`src/rtl/kth_ancestor_binary_lifting_top_macros.svh`:
```
// Assertion macros shared by the k-th ancestor block.
// Each macro samples on clk and is disabled while arst_n is low.
`ifndef KTH_ANCESTOR_BINARY_LIFTING_TOP_MACROS_SVH
`define KTH_ANCESTOR_BINARY_LIFTING_TOP_MACROS_SVH

// Same-cycle implication.
`define KAL_ASSERT_IMPLIES(label, ante, cons, msg) \
	label: assert property (@(posedge clk) disable iff (!arst_n) (ante) |-> (cons)) \
		else $error(msg);

// Next-cycle implication.
`define KAL_ASSERT_NEXT(label, ante, cons, msg) \
	label: assert property (@(posedge clk) disable iff (!arst_n) (ante) |=> (cons)) \
		else $error(msg);

`endif

```
`src/rtl/kal_pkg.sv`:
```
// Package for the k-th ancestor block: field widths, codes, sequencer states
// and the memory control struct. No dependencies.
package kal_pkg;

	localparam int NODE_W = 10;
	localparam int DIST_W = 16;
	localparam int CNT_W  = 11;

	localparam logic [CNT_W-1:0] NODE_COUNT_RESET = 11'd1024;

	localparam logic KIND_LOAD  = 1'b0;
	localparam logic KIND_QUERY = 1'b1;

	typedef enum logic [3:0] {
		ST_IDLE,
		ST_CLR_RD,
		ST_CLR_WR,
		ST_LIFT_RD,
		ST_LIFT_MID,
		ST_LIFT_WR,
		ST_Q_STEP,
		ST_Q_WAIT,
		ST_Q_DONE
	} kal_state_t;

	typedef struct packed {
		logic wr_en;
		logic rd_en;
	} kal_mem_ctl_t;

endpackage

```
`src/rtl/kal_req_if.sv`:
```
// Request channel of the k-th ancestor block: load and query transactions.
// Depends on kal_pkg for field widths.
interface kal_req_if import kal_pkg::*; ();
	logic              valid;
	logic              ready;
	logic              kind;
	logic [NODE_W-1:0] node;
	logic              has_parent;
	logic [NODE_W-1:0] parent_node;
	logic [DIST_W-1:0] distance;
	logic              last_entry;

	modport source (output valid, kind, node, has_parent, parent_node, distance, last_entry,
		input ready);
	modport sink (input valid, kind, node, has_parent, parent_node, distance, last_entry,
		output ready);
endinterface

```
`src/rtl/kal_rsp_if.sv`:
```
// Response channel of the k-th ancestor block: one transaction per query.
// Depends on kal_pkg for field widths.
interface kal_rsp_if import kal_pkg::*; ();
	logic              valid;
	logic              ready;
	logic [NODE_W-1:0] ancestor;
	logic              found;

	modport source (output valid, ancestor, found, input ready);
	modport sink (input valid, ancestor, found, output ready);
endinterface

```
`src/rtl/kal_seq.sv`:
```
// Sequencer of the k-th ancestor block: table build and query walk over one table memory.
// Depends on kal_pkg, the channel interfaces and the assertion macro header.
`include "kth_ancestor_binary_lifting_top_macros.svh"

module kal_seq import kal_pkg::*; #(
	parameter int MAX_NODES = 1024,
	parameter int LEVELS    = 10,
	parameter int CW        = 11,
	parameter int AW        = 14,
	parameter int DW        = 11
) (
	input  logic          clk,
	input  logic          arst_n,
	kal_req_if.sink       req,
	kal_rsp_if.source     rsp,
	input  logic [CW-1:0] cnt,
	input  logic          cfg_wr,
	output kal_mem_ctl_t  mem_ctl,
	output logic [AW-1:0] mem_waddr,
	output logic [DW-1:0] mem_wdata,
	output logic [AW-1:0] mem_raddr,
	input  logic [DW-1:0] mem_rdata
);

	localparam int IDX_W = $clog2(MAX_NODES);
	localparam int PW    = DW - 1;
	localparam int LW    = (LEVELS > 1) ? $clog2(LEVELS) : 1;
	localparam int QW    = $clog2(LEVELS + 1);

	kal_state_t state_q, state_d;

	logic [IDX_W-1:0]  i_q;
	logic [LW-1:0]     j_q;
	logic [QW-1:0]     lvl_q;
	logic [PW-1:0]     cur_q;
	logic [LEVELS-1:0] dist_q;
	logic              found_q;
	logic              table_ready_q;
	logic              rsp_valid_q;
	logic [NODE_W-1:0] rsp_anc_q;
	logic              rsp_found_q;

	logic          accept;
	logic          node_ok;
	logic          dist_ok;
	logic          query_ok;
	logic          last_node;
	logic          last_level;
	logic          lvl_end;
	logic          bit_set;
	logic          rd_valid;
	logic [PW-1:0] rd_idx;
	logic [PW-1:0] node_ext;
	logic          slot_free;
	logic          step_adv;
	logic          build_done;

	function automatic logic [AW-1:0] mem_addr(input logic [LW-1:0] lv,
		input logic [IDX_W-1:0] nd);
		return AW'({lv, nd});
	endfunction

	assign accept     = req.valid && req.ready;
	assign node_ok    = CW'(req.node) < cnt;
	assign dist_ok    = (32'(req.distance) >> LEVELS) == 32'd0;
	assign query_ok   = table_ready_q && node_ok && dist_ok;
	assign last_node  = CW'(i_q) == (cnt - CW'(1));
	assign last_level = j_q == LW'(LEVELS - 1);
	assign lvl_end    = lvl_q == QW'(LEVELS);
	assign bit_set    = dist_q[lvl_q[LW-1:0]];
	assign rd_valid   = mem_rdata[PW];
	assign rd_idx     = mem_rdata[PW-1:0];
	assign node_ext   = PW'(req.node);
	assign slot_free  = !rsp_valid_q || rsp.ready;
	assign step_adv   = (state_q == ST_LIFT_MID && !rd_valid) || state_q == ST_LIFT_WR;
	assign build_done = (state_q == ST_CLR_WR && last_node && LEVELS == 1)
		|| (step_adv && last_node && last_level);

	always_comb begin
		state_d = state_q;
		unique case (state_q)
			ST_IDLE: begin
				if (accept) begin
					if (req.kind == KIND_LOAD) begin
						if (req.last_entry && cnt != CW'(0)) begin
							state_d = ST_CLR_RD;
						end
					end else if (query_ok) begin
						state_d = ST_Q_STEP;
					end else begin
						state_d = ST_Q_DONE;
					end
				end
			end
			ST_CLR_RD: state_d = ST_CLR_WR;
			ST_CLR_WR: begin
				if (last_node) begin
					state_d = (LEVELS > 1) ? ST_LIFT_RD : ST_IDLE;
				end else begin
					state_d = ST_CLR_RD;
				end
			end
			ST_LIFT_RD: state_d = ST_LIFT_MID;
			ST_LIFT_MID: begin
				if (rd_valid) begin
					state_d = ST_LIFT_WR;
				end else begin
					state_d = (last_node && last_level) ? ST_IDLE : ST_LIFT_RD;
				end
			end
			ST_LIFT_WR: state_d = (last_node && last_level) ? ST_IDLE : ST_LIFT_RD;
			ST_Q_STEP: begin
				priority if (lvl_end) begin
					state_d = ST_Q_DONE;
				end else if (bit_set) begin
					state_d = ST_Q_WAIT;
				end
			end
			ST_Q_WAIT: state_d = rd_valid ? ST_Q_STEP : ST_Q_DONE;
			ST_Q_DONE: begin
				if (slot_free) begin
					state_d = ST_IDLE;
				end
			end
			default: state_d = ST_IDLE;
		endcase
	end

	always_comb begin
		mem_ctl   = '0;
		mem_waddr = '0;
		mem_wdata = '0;
		mem_raddr = '0;
		unique case (state_q)
			ST_IDLE: begin
				if (accept && req.kind == KIND_LOAD && node_ok) begin
					mem_ctl.wr_en = 1'b1;
					mem_waddr     = mem_addr(LW'(0), node_ext[IDX_W-1:0]);
					mem_wdata     = {req.has_parent, PW'(req.parent_node)};
				end
			end
			ST_CLR_RD: begin
				mem_ctl.rd_en = 1'b1;
				mem_raddr     = mem_addr(LW'(0), i_q);
			end
			ST_CLR_WR: begin
				if (!rd_valid || CW'(rd_idx) >= cnt) begin
					mem_ctl.wr_en = 1'b1;
					mem_waddr     = mem_addr(LW'(0), i_q);
				end
			end
			ST_LIFT_RD: begin
				mem_ctl.rd_en = 1'b1;
				mem_raddr     = mem_addr(j_q - LW'(1), i_q);
			end
			ST_LIFT_MID: begin
				if (rd_valid) begin
					mem_ctl.rd_en = 1'b1;
					mem_raddr     = mem_addr(j_q - LW'(1), rd_idx[IDX_W-1:0]);
				end else begin
					mem_ctl.wr_en = 1'b1;
					mem_waddr     = mem_addr(j_q, i_q);
				end
			end
			ST_LIFT_WR: begin
				mem_ctl.wr_en = 1'b1;
				mem_waddr     = mem_addr(j_q, i_q);
				mem_wdata     = mem_rdata;
			end
			ST_Q_STEP: begin
				if (!lvl_end && bit_set) begin
					mem_ctl.rd_en = 1'b1;
					mem_raddr     = mem_addr(lvl_q[LW-1:0], cur_q[IDX_W-1:0]);
				end
			end
			ST_Q_WAIT, ST_Q_DONE: begin
				mem_ctl = '0;
			end
			default: mem_ctl = '0;
		endcase
	end

	always_ff @(posedge clk or negedge arst_n) begin
		if (!arst_n) begin
			state_q       <= ST_IDLE;
			i_q           <= '0;
			j_q           <= '0;
			lvl_q         <= '0;
			found_q       <= 1'b0;
			table_ready_q <= 1'b0;
			rsp_valid_q   <= 1'b0;
		end else begin
			state_q <= state_d;
			if (rsp_valid_q && rsp.ready) begin
				rsp_valid_q <= 1'b0;
			end
			if (state_q == ST_Q_DONE && slot_free) begin
				rsp_valid_q <= 1'b1;
			end
			if (cfg_wr) begin
				table_ready_q <= 1'b0;
			end
			if (accept && req.kind == KIND_LOAD) begin
				table_ready_q <= req.last_entry && cnt == CW'(0);
			end
			if (build_done) begin
				table_ready_q <= 1'b1;
			end
			if (accept) begin
				i_q     <= '0;
				j_q     <= LW'(1);
				lvl_q   <= '0;
				found_q <= query_ok;
			end
			if (state_q == ST_CLR_WR || step_adv) begin
				i_q <= last_node ? '0 : i_q + IDX_W'(1);
			end
			if (step_adv && last_node) begin
				j_q <= j_q + LW'(1);
			end
			if ((state_q == ST_Q_STEP && !lvl_end && !bit_set)
				|| (state_q == ST_Q_WAIT && rd_valid)) begin
				lvl_q <= lvl_q + QW'(1);
			end
			if (state_q == ST_Q_WAIT && !rd_valid) begin
				found_q <= 1'b0;
			end
		end
	end

	always_ff @(posedge clk) begin
		if (accept) begin
			cur_q  <= node_ext;
			dist_q <= req.distance[LEVELS-1:0];
		end
		if (state_q == ST_Q_WAIT && rd_valid) begin
			cur_q <= rd_idx;
		end
		if (state_q == ST_Q_DONE && slot_free) begin
			rsp_anc_q   <= found_q ? cur_q[NODE_W-1:0] : '0;
			rsp_found_q <= found_q;
		end
	end

	assign req.ready    = state_q == ST_IDLE;
	assign rsp.valid    = rsp_valid_q;
	assign rsp.ancestor = rsp_anc_q;
	assign rsp.found    = rsp_found_q;

	`KAL_ASSERT_IMPLIES(a_build_index_in_range, state_q == ST_CLR_RD || state_q == ST_CLR_WR || state_q == ST_LIFT_RD || state_q == ST_LIFT_MID || state_q == ST_LIFT_WR, CW'(i_q) < cnt, "build index beyond node count")
	`KAL_ASSERT_NEXT(a_load_clears_ready, accept && req.kind == KIND_LOAD && !req.last_entry, !table_ready_q, "table still ready after a load")
	`KAL_ASSERT_IMPLIES(a_found_needs_table, state_q == ST_Q_DONE && found_q, table_ready_q, "found result without a built table")
	`KAL_ASSERT_IMPLIES(a_no_write_in_query, state_q == ST_Q_STEP || state_q == ST_Q_WAIT || state_q == ST_Q_DONE, !mem_ctl.wr_en, "table written during a query")

endmodule

```
`src/flat_wrapper.sv`:
```
// flat-port wrapper written by rule: the top's interface ports become plain ports
module kal_seq_flat import kal_pkg::*;
#(
	parameter int MAX_NODES = 1024,
	parameter int LEVELS    = 10,
	parameter int CW        = 11,
	parameter int AW        = 14,
	parameter int DW        = 11
)
  (clk, arst_n, cnt, cfg_wr, mem_ctl, mem_waddr, mem_wdata, mem_raddr, mem_rdata, req_valid, req_kind, req_node, req_has_parent, req_parent_node, req_distance, req_last_entry, req_ready, rsp_valid, rsp_ancestor, rsp_found, rsp_ready);
  kal_req_if req_i ();
  kal_rsp_if rsp_i ();
  input  logic clk;
  input  logic arst_n;
  input  logic [CW-1:0] cnt;
  input  logic cfg_wr;
  output kal_mem_ctl_t mem_ctl;
  output logic [AW-1:0] mem_waddr;
  output logic [DW-1:0] mem_wdata;
  output logic [AW-1:0] mem_raddr;
  input  logic [DW-1:0] mem_rdata;
  input wire logic [$bits(req_i.valid)-1:0] req_valid;
  input wire logic [$bits(req_i.kind)-1:0] req_kind;
  input wire logic [$bits(req_i.node)-1:0] req_node;
  input wire logic [$bits(req_i.has_parent)-1:0] req_has_parent;
  input wire logic [$bits(req_i.parent_node)-1:0] req_parent_node;
  input wire logic [$bits(req_i.distance)-1:0] req_distance;
  input wire logic [$bits(req_i.last_entry)-1:0] req_last_entry;
  output wire logic [$bits(req_i.ready)-1:0] req_ready;
  output wire logic [$bits(rsp_i.valid)-1:0] rsp_valid;
  output wire logic [$bits(rsp_i.ancestor)-1:0] rsp_ancestor;
  output wire logic [$bits(rsp_i.found)-1:0] rsp_found;
  input wire logic [$bits(rsp_i.ready)-1:0] rsp_ready;
  assign req_i.valid = req_valid;
  assign req_i.kind = req_kind;
  assign req_i.node = req_node;
  assign req_i.has_parent = req_has_parent;
  assign req_i.parent_node = req_parent_node;
  assign req_i.distance = req_distance;
  assign req_i.last_entry = req_last_entry;
  assign req_ready = req_i.ready;
  assign rsp_valid = rsp_i.valid;
  assign rsp_ancestor = rsp_i.ancestor;
  assign rsp_found = rsp_i.found;
  assign rsp_i.ready = rsp_ready;
  kal_seq #(.MAX_NODES(MAX_NODES), .LEVELS(LEVELS), .CW(CW), .AW(AW), .DW(DW)) u_core (.clk(clk), .arst_n(arst_n), .req(req_i), .rsp(rsp_i), .cnt(cnt), .cfg_wr(cfg_wr), .mem_ctl(mem_ctl), .mem_waddr(mem_waddr), .mem_wdata(mem_wdata), .mem_raddr(mem_raddr), .mem_rdata(mem_rdata));
endmodule
```
`config.mk`:
```
export PLATFORM = sky130hd
export DESIGN_NAME = kal_seq_flat
export DESIGN_NICKNAME = d
export VERILOG_FILES = /design/src/rtl/kal_pkg.sv /design/src/rtl/kal_req_if.sv /design/src/rtl/kal_rsp_if.sv /design/src/rtl/kal_seq.sv /design/src/flat_wrapper.sv
export VERILOG_INCLUDE_DIRS = /design/src /design/src/rtl
export SDC_FILE = /design/constraint.sdc
export NUM_CORES = 1
export LEC_CHECK = 0
export BUFFER_PORTS_ARGS = -buffer_cell sky130_fd_sc_hd__buf_2
export CAP_MARGIN = 30
export CELL_PAD_IN_SITES_DETAIL_PLACEMENT = 2
export CELL_PAD_IN_SITES_GLOBAL_PLACEMENT = 2
export CORE_ASPECT_RATIO = 0.6
export CORE_UTILIZATION = 32
export DETAILED_ROUTE_END_ITERATION = 8
export GPL_ROUTABILITY_DRIVEN = 0
export GPL_TIMING_DRIVEN = 0
export PLACE_DENSITY_LB_ADDON = 0.1
export SKIP_CTS_REPAIR_TIMING = 1
export SLEW_MARGIN = 20
export SYNTH_ARGS = -nofsm -noshare
export SYNTH_HDL_FRONTEND = slang
export SYNTH_SLANG_ARGS = --single-unit
export TNS_END_PERCENT = 10
```
`constraint.sdc`:
```
create_clock -name clk -period 3.38 [get_ports clk]
set_clock_uncertainty 0.1 [all_clocks]
set_input_delay 0.169 -clock clk [delete_from_list [all_inputs] [get_ports clk]]
set_output_delay 0.169 -clock clk [all_outputs]
set_load 0.02 [all_outputs]
```
==> flow_summary_export.csv <==
group,metric,value,unit
pwr,internal_power,1.53,mW
critical_path,end_kind,"primary output",
critical_path,critPathLaunchType,"flop",
yosys,syn_area,4050,µm²
route,vias,3932,
finish,synthToLayoutAreaGrowth,27.1,%
timing,finalHoldViolCount,0,
critical_path,cp.required,3110,ps
yosys,synth_top_family_by_area,"compound AO/OA/AOI/OAI gates",
floorplan,core-area,12200,µm²
finish,fillers,1370,
finish,antenna_cells,0,
clocking,cts_tree,"built",
yosys,synthAdderAreaFrac,8.03,%
yosys,synth_xor_area_share,3.89,%
pwr,vdd_drop_max,0.230,mV
finish,stdcell_count,717,
clocking,cts_sinks,56,
yosys,synth_compound_area_share,21.0,%
critical_path,critical_path_buf_inv_count,3,
finish,multi_input_area,2290,µm²
finish,final_common_cell,"buf_2",
yosys,async_flop_share,44.6,%
placed_design,io_buffer_count,118,
critical_path,critical_path.top_delay_family,"buffers and inverters",
pwr,p_leak,2.37,nW
yosys,synth_enable_flop_cells,31,
clocking,root_buffer,"clkbuf_16",
flow_run,maxCapViolations,0,
clocking,clkLatencyLatePin,300,ps
pwr,p_sw_share,38.6,%
global_route,antenna_found_initial,0,
route,route.detailed.drc,0,
critical_path,arrival,2990,ps
timing,tightest_slew,757,ps
floorplan,dieArea,13100,µm²
yosys,ys_ff_latch,56,
yosys,ys_warn_count,0,
pwr,power_switching,0.963,mW
floorplan,die_x,147,µm
finish,drive_above_1_share,30.3,%
route,drt-wirelength-per-cell,21.1,µm
critical_path,cp_slowest_cell,"nor3b_2",
global_route,grtUsageTotal,23.0,%
critical_path,worstPathMaxFanout,10,
critical_path,cp_slowest_stage_delay,450,ps
route,vias_per_cell,5.48,
global_route,grt_max_degree,26,
timing,setup_viol,0,
route,dr.pass1.iters,5,
floorplan,io_pins,120,
route,final_antenna_net_count,0,
timing,slew_violations,0,
yosys,synthTopCellsByArea,"edfxtp_1 (23%), dfrtp_1 (15%), ha_1 (8.0%)",
worst_hold_path,hp-class,"in -> reg",
floorplan,initial_utilization,33.2,%
clocking,clk_pin_slew,80,ps
yosys,synth_area_leader_cell,"edfxtp_1",
pwr,pwr-share-clk,22.5,%
yosys,yosysUniqueCellTypes,66,
yosys,netlist_instances,414,
pwr,p_seq_share,39.3,%
finish,seq_area,1560,µm²
placed_design,dp.cells,697,
route,drt_wl_total,15100,µm
yosys,syn_nets,506,
timing,rsz0062_at_grt,"yes",
global_route,first_global_vias,3876,
timing,fmax,307,MHz
timing,fin_crit,3250,ps
floorplan,placementRows,31,
finish,fin_util,42.2,%
clocking,htree_levels,2,
finish,layout_common_cells,"buf_2 (118), inv_1 (32), edfxtp_1 (31)",
critical_path,path_cells,"clkbuf_1, nor3b_2, and2_1, nor2_1, o21ai_0, nand2_1, a31oi_1, clkbuf_1, a22o_1, buf_2",
global_route,grt-ovfl-total,0,
yosys,synth-simple-area-share,17.3,%
yosys,synthFlopType,"edfxtp_1",
yosys,synthMuxAreaShare,5.81,%
placed_design,hpwl,12200,µm
route,drtIter0Drc,321,
clocking,cts_max_path_buffers,2,
timing,fin_crit_sh,96.3,%
outcome,status,"finished clean",
clocking,cts_buffers,5,
yosys,avgSynthCellArea,9.78,µm²
finish,finalNetCount,643,
critical_path,criticalPathCategory,"reg -> out",
global_route,grt_pass1_wl,22700,µm
floorplan,dieHeight,89.1,µm
yosys,synth_seq_area_share,38.4,%
pwr,combinationalPowerShare,38.2,%
critical_path,crit_path_frequent_cell,"clkbuf_1",
timing,slew_headroom,49.5,%
pwr,powerDensity,485,nW/µm²
yosys,yosysTopAreaCellShare,23.0,%
[kinds of logic (layout without fill, tap and decap cells)]
kind of cell	count (synthesis)	after routing
compound gates	112	112
xor+xnor	18	18
buf+inv	54	192
fa+ha+maj	26	26
mux	19	19
flops	56	56
simple gates	129	129
[cell usage after synthesis (8+ instances only)]
master and number:
mux2_2 12, nor2_1 19, and2_1 12, edfxtp_1 31, a22o_1 23, xnor2_1 14
inv_1 33, nor3_1 8, a222oi_1 10, nand2_1 27, dfrtp_1 25, nand2b_1 8
o21ai_0 21, ha_1 26, clkbuf_1 18, nand3_1 14, a21oi_1 11
[flip-flops by register name (all words and copies together) (netlist names)]
register              flops
u_core.cur_q             10
u_core.dist_q            10
u_core.i_q               10
u_core.rsp.ancestor      10
u_core.j_q                4
u_core.lvl_q              4
u_core.state_q            4
u_core.found_q            1
u_core.rsp.found          1
u_core.rsp.valid          1
u_core.table_ready_q      1
[worst register-to-register path, cell delays in order, from the launching register on]
cell and delay, ps:
dfrtp_1 330, clkbuf_1 410, nor4_2 160, nand2_1 130, clkbuf_1 590, clkinvlp_4 300, nor2_1 490, o21ai_0 190
o21ai_0 110
[power groups by stage]
stage | registers, mW | clock network, mW | logic, mW
floorplan | 1.01 | 0 | 0.536
global placement | 0.976 | 0 | 0.895
detailed placement | 0.986 | 0 | 0.924
CTS | 0.972 | 0.570 | 0.926
global route | 0.997 | 0.601 | 1.03
finish | 0.979 | 0.562 | 0.953
[path summary, 6_finish.rpt]
path | start | to | slack, ps | cells after the start
worst max-delay path | u_core.state_q[2] | mem_waddr[9] | 130 | 10
worst min-delay path | req_last_entry | u_core.table_ready_q | 60 | 3
worst max register to register | u_core.state_q[3] | u_core.i_q[2] | 480 | 8
worst min register to register | u_core.found_q | u_core.rsp.found | 400 | 0
max in group asynchronous | arst_n | u_core.lvl_q[0] | 2400 | 2
min in group asynchronous | arst_n | u_core.state_q[3] | 320 | 2
[metal layers]
| layer | share of wire [%] | track usage [%] | vias to the layer above |
|---|---|---|---|
| li1 | - | - | 1827 |
| met3 | 4.9 | 3.21 | 4 |
| met5 | 0 | 0 | - |
| met1 | 52 | 34.5 | 2000 |
| met2 | 43 | 36.0 | 101 |
| met4 | 0.31 | 2.25 | 0 |
[layout make-up]
class	instances	share of cell area, %
plain buffers	20	1.85
clock buffers	6	2.70
clock inverters	2	0.268
inverters	33	2.48
multi-input cells	304	44.5
flip-flops and latches	56	30.3
well taps	165	4.01
repair buffers	131	13.9
[metrics by stage]
| stage | hold slack [ps] | power [mW] | setup WS, ps | setup TNS [ps] | area, µm² |
|---|---|---|---|---|---|
| after floorplan | -227 | 1.55 | 516 | 0 | 4050 |
| after global placement | 127 | 1.87 | -10.1 | -10.1 | 4850 |
| after detailed placement | 131 | 1.91 | -131 | -797 | 4850 |
| after CTS | -197 | 2.47 | -496 | -4500 | 5000 |
| after global routing | 86.4 | 2.62 | -58.3 | -197 | 5140 |
| final | 60.1 | 2.49 | 126 | 0 | 5140 |
(Power assumes the default switching activity.)
